==> config.mk <==
export PLATFORM = sky130hd
export DESIGN_NAME = rhc_divider
export DESIGN_NICKNAME = d
export VERILOG_FILES = /design/src/rtl/rhc_pkg.sv /design/src/rtl/rhc_divider.sv
export SDC_FILE = /design/constraint.sdc
export NUM_CORES = 1
export LEC_CHECK = 0
export ABC_AREA = 1
export BUFFER_PORTS_ARGS = -buffer_cell sky130_fd_sc_hd__buf_2
export CORE_UTILIZATION = 45
export DETAILED_ROUTE_END_ITERATION = 16
export PLACE_DENSITY = 0.64
export SLEW_MARGIN = 20
export SYNTH_ARGS = -nofsm -noshare
export SYNTH_HDL_FRONTEND = slang
export SYNTH_SLANG_ARGS = --single-unit
==> constraint.sdc <==
create_clock -name i_clk -period 6.3 [get_ports i_clk]
set_input_delay 1.26 -clock i_clk [delete_from_list [all_inputs] [get_ports i_clk]]
set_output_delay 1.26 -clock i_clk [all_outputs]
set_load 0.01 [all_outputs]
==> src/rtl/rhc_pkg.sv <==
`timescale 1ns / 1ps
// Shared types and constants of the RGB/HSL converter.
// No dependencies; used by the converter, its divider and its checker.
package rhc_pkg;

    // Fixed-point scales
    localparam logic [11:0] FULL       = 12'd4095;
    localparam logic [12:0] SIXTY      = 13'd960;
    localparam logic [12:0] TURN       = 13'd5760;
    localparam logic [12:0] HUE_OFFSET = 13'd1920;

    // Pipelined restoring divider shape: numerator = remainder + quotient bits
    localparam int DIV_DW = 22;
    localparam int DIV_QW = 13;
    localparam int DIV_NW = DIV_DW + DIV_QW;

    // Ramp denominator 2*SIXTY*FULL/2 and its half for rounding
    localparam logic [DIV_DW-1:0] RAMP_DEN  = 22'd3931200;
    localparam logic [33:0]       RAMP_HALF = 34'd1965600;

    // Pipeline depth ahead of the divider
    localparam int PRE_STAGES = 4;

    // Configuration register indexes
    localparam logic REG_DIRECTION = 1'b0;

    // Which component holds the maximum
    typedef enum logic [1:0] {
        SEL_RED,
        SEL_GREEN,
        SEL_BLUE
    } t_max_sel;

    // Data that rides beside the divider
    typedef struct packed {
        logic [11:0] l;
        logic        special;
    } t_side;

endpackage

==> src/rtl/rhc_divider.sv <==
`timescale 1ns / 1ps
// Pipelined restoring divider, one quotient bit per stage.
// Depends on rhc_pkg for its widths; stage enables come from the converter.
module rhc_divider (
    input  logic                        i_clk,
    input  logic [rhc_pkg::DIV_QW-1:0]  i_adv,
    input  logic [rhc_pkg::DIV_NW-1:0]  i_num,
    input  logic [rhc_pkg::DIV_DW-1:0]  i_den,
    output logic [rhc_pkg::DIV_QW-1:0]  o_quo
);
    import rhc_pkg::*;

    logic [DIV_DW-1:0] r_rem [DIV_QW];
    logic [DIV_DW-1:0] r_den [DIV_QW];
    logic [DIV_QW-1:0] r_low [DIV_QW];
    logic [DIV_QW-1:0] r_quo [DIV_QW];

    genvar k;
    generate
        for (k = 0; k < DIV_QW; k++) begin : g_step
            logic [DIV_DW-1:0] rem_in;
            logic [DIV_DW-1:0] den_in;
            logic [DIV_QW-1:0] low_in;
            logic [DIV_QW-1:0] quo_in;
            logic [DIV_DW:0]   trial;
            logic [DIV_DW:0]   diff;
            logic              ge;

            // Pick the stage input: the operands or the previous stage
            if (k == 0) begin : g_first
                assign rem_in = i_num[DIV_NW-1:DIV_QW];
                assign low_in = i_num[DIV_QW-1:0];
                assign quo_in = '0;
                assign den_in = i_den;
            end else begin : g_next
                assign rem_in = r_rem[k-1];
                assign low_in = r_low[k-1];
                assign quo_in = r_quo[k-1];
                assign den_in = r_den[k-1];
            end

            // Shift in one dividend bit and try the subtract
            assign trial = {rem_in, low_in[DIV_QW-1]};
            assign diff  = trial - {1'b0, den_in};
            assign ge    = (trial >= {1'b0, den_in});

            always_ff @(posedge i_clk) begin
                if (i_adv[k]) begin
                    r_rem[k] <= ge ? diff[DIV_DW-1:0] : trial[DIV_DW-1:0];
                    r_low[k] <= {low_in[DIV_QW-2:0], 1'b0};
                    r_quo[k] <= {quo_in[DIV_QW-2:0], ge};
                    r_den[k] <= den_in;
                end
            end
        end
    endgenerate

    assign o_quo = r_quo[DIV_QW-1];

endmodule

# ---- Word level (Yosys, flattened, before mapping)
# Memories as Yosys holds them, arrays and structs flattened.
# Index checks and enable logic that the tools add are counted.
dict set report totals {
  mem_count 4
  register_bits 0
  ramBits 897
  out_inout_bits 13
}
dict set report op_classes {
  mux 39
  addsub 13
  order_cmp 13
}
# memory depth word_bits rd rd_clocked_by_memory_dff write_ports line
set mem_list {}
lappend mem_list {r_den 13 22 12 0 13 rhc_divider.sv:14} ;# logic [DIV_DW-1:0] r_den [DIV_QW];
lappend mem_list {r_rem 13 22 12 0 13 rhc_divider.sv:13} ;# logic [DIV_DW-1:0] r_rem [DIV_QW];
lappend mem_list {r_quo 13 13 13 0 13 rhc_divider.sv:16} ;# logic [DIV_QW-1:0] r_quo [DIV_QW];
lappend mem_list {r_low 13 12 12 0 13 rhc_divider.sv:15} ;# logic [DIV_QW-1:0] r_low [DIV_QW];
# cell count
set ops {}
lappend ops {{23-bit by 22-bit >= comparator with 1-bit output} 13}
lappend ops {{22-bit two-way mux} 13}
lappend ops {{22-bit subtractor} 13}
lappend ops {{1-bit two-way mux} 26}

# ---- Logic depth before layout (Yosys ltp)
# An unclocked memory read counts as a cell.
dict set report logic_depth {
  depth_word 3
  ltp_mapped 14
}

# ---- Worst setup path before layout
# Ideal clock, no wire load.
dict set report synth_timing {
  kind {in2reg}
  startpoint {in i_num[12] in the netlist's numbering}
  endpoint {mem r_rem[0][16], data pin}
  setup_slack_ns 3.452
  path_stages 12
  setup_time_ns 0.253
  n_path_buf 0
  arrival_ns 2.595
  cell_sequence {inv_1 -> ha_1 -> inv_1 -> fa_1 -> nand3_1 -> nand3_1 -> nand2_1 -> nand3_1 -> nand2_1 -> nand3b_1 -> nand3_1 -> nand2_1}
}
# element line
set synth_lines {}
lappend synth_lines {{start: declaration} rhc_divider.sv:7} ;# input logic [rhc_pkg::DIV_NW-1:0] i_num,
lappend synth_lines {{end: declaration} rhc_divider.sv:13}

==> metrics <==
die area 103000 µm²; setup total negative slack 0 ps; Final Hold Vio Count 0; port bufs 83; Nets 6225; Synth Area per Inst 7.99 µm²; Lkg Pwr 24.8 nW; vias per cell 5.01; Iteration-0 DRC Markers 2988; Starting Density 45.6%; GRT Overall Usage 24.6%; Row Count 116; Synth Warn # 0; Post-Syn Instances 5733; Main synth FF type edfxtp_1; Slew Limit Fails 0; chip height 321 µm; post-synthesis sequential area ratio 45.7%; global-route wire length before repair 195000 µm; area post-placement 47400 µm²; CTS tree done; EDFF count, synth 697; DP HPWL 101000 µm; status finished, final reports clean; Clock Sinks 697; vias in the first global route 34600; synth top area cells edfxtp_1, nand2_1, inv_1, ha_1, nand3_1; largest net degree at the start of global routing 58; crit path cell chain ha_1 -> nand2_1 -> nand2_1 -> inv_1 -> nand2_2 -> nand2_1 -> nand2_2 -> nand2_1 -> nand4_2 -> o21ai_0; Yosys cell types 37; CTS Buf Count 79; final setup fails 0; Worst Path Buf+Inv 1; Worst Path Required 6740 ps; number of remaining DRC errors 0; initial antenna violation count 5; asr flop ratio synth 0%; Pwr Density 458 nW/µm²; most frequent cell on the critical path nand2_1; DRT Pass-1 Iters 5; Final ANT Viol Nets 0; post_cts resized 0; cell taking the most area after synthesis edfxtp_1; Setup crit start kind register; crit path DAT 3390 ps; Max Fclk 338 MHz; # H-tree levels 3; Clock Latency Late Sink 660 ps; min-delay worst type register to register; post-route clock period utilization 46.9%; worst-path maximum fanout 32; share of the synthesized area in the top cell type 45.7%; Clk pin slew, worst setup/hold paths 60 ps; RSZ-0062 raised after global routing no; fin crit period 2960 ps; Fill cells 9749; hold_ws 407 ps; via count 36500; Worst setup EP type register; GRT Residual Overflow 0; Synth Register Bits 697; Boundary Pins 84; worst-margin pin slew 1090 ps; Chip Width 321 µm; Setup WS post-layout 3340 ps; top-count cell post-synth nand2_1; clock tree buffer depth 3; worst stage delay on the critical path 710 ps; post-CTS setup buffer count 0; Post-Syn Area 45800 µm²; average routed wire per standard cell 17.3 µm; Post-Syn Nets 6102; Root Driver clkbuf_16; area of the core 100000 µm²; Post-CTS Hold Buffers 0; synthesis-to-layout area growth 9.36%; gpl congestion 0.925; Slew HR 26.7%; Clock Skew 21.9 ps; Post-synth top cells nand2_1, inv_1, edfxtp_1, nand3_1, nor2_1; max cap viols 0; fraction of layout instances using a drive strength above 1 6.54%; final antenna diode count 0; Peak VDD IR 0.243 mV; Design Area, Final 50100 µm²; CP max-delay cell nand4_2; total power 22.9 mW; Routed Wire Length 126000 µm; CP top delay family simple AND/OR/NAND/NOR gates; pre-CTS WS 2820 ps; Worst Setup Path Type register to register
==> kinds of logic (layout without fill, tap and decap cells) <==
logic type	count (synthesis)	after routing	synth area share (%)
simple gates	3079	3079	28.9
buf+inv	1229	1415	10.9
compound gates	322	322	4.07
xor+xnor	108	108	2.07
flops	697	697	45.7
fa+ha+maj	298	298	8.34
==> worst reg2reg max path, cell delays in order, from the launching register on <==
cell and delay (ps):
edfxtp_1 440, ha_1 410, nand2_1 90, nand2_1 90, inv_1 80, nand2_2 90, nand2_1 90, nand2_2 100
nand2_1 100, nand4_2 710, o21ai_0 550
==> registers in the layout, indices dropped and copies added (netlist names) <==
register / flops
r_den: 264
r_low: 78
r_quo: 91
r_rem: 264
==> through the flow <==
step	std cells	utilization, %
global route	7276	49.9
floorplan	5733	-
global placement	7132	47.2
detailed placement	7132	47.2
finish	7276	49.9
CTS	7276	49.9
==> power breakdown <==
part	internal (mW)	total (mW)	switching (mW)	leakage, nW
Clock	2.75	4.71	1.96	1.29
Sequential	6.66	7.43	0.773	6.83
Combinational	3.58	10.8	7.22	16.7
==> placed cells by master, fill, tap and decap left out, drive strengths merged <==
cell type,count
clkinvlp,5
and2,18
edfxtp,697
nand2,2020
nor3,50
fa,12
or2,7
nor2,347
o21ai,124
nand3b,67
xor2,108
o21a,4
nor4,2
a21oi,161
inv,1181
clkbuf,89
o211ai,1
clkinv,34
a21boi,6
buf,97
nand4,52
bufinv,9
o21bai,26
ha,286
nand3,516
==> layout make-up <==
| cell class | count | area (µm²) | share of cell area, % |
|---|---|---|---|
| well taps | 1357 | 1700 | 3.39 |
| clock inverters | 55 | 586 | 1.17 |
| repair buffers | 97 | 520 | 1.04 |
| flip-flops and latches | 697 | 20900 | 41.8 |
| multi-input cells | 3807 | 19900 | 39.7 |
| clock buffers | 89 | 2060 | 4.11 |
| inverters | 1174 | 4410 | 8.80 |
==> layer usage <==
layer  track usage (%)  vias up  share of wire, %
li1                  -    18500                 -
met1              33.0    16800                45
met2              41.1      988                47
met3              2.91      200               5.4
met4              8.20        0               3.1
met5                 0        -                 0
==> worst paths after layout <==
| path | from | to | slack (ps) | depth (start not counted) |
|---|---|---|---|---|
| max | r_rem[0][1] | r_rem[0][30] | 3340 | 10 |
| min reg2reg | r_quo[2][46] | r_quo[3][8] | 410 | 0 |
| max reg2reg | r_rem[0][1] | r_rem[0][30] | 3340 | 10 |
| min | r_quo[2][46] | r_quo[3][8] | 410 | 0 |
No activity file was read; power rests on OpenSTA's default activity.
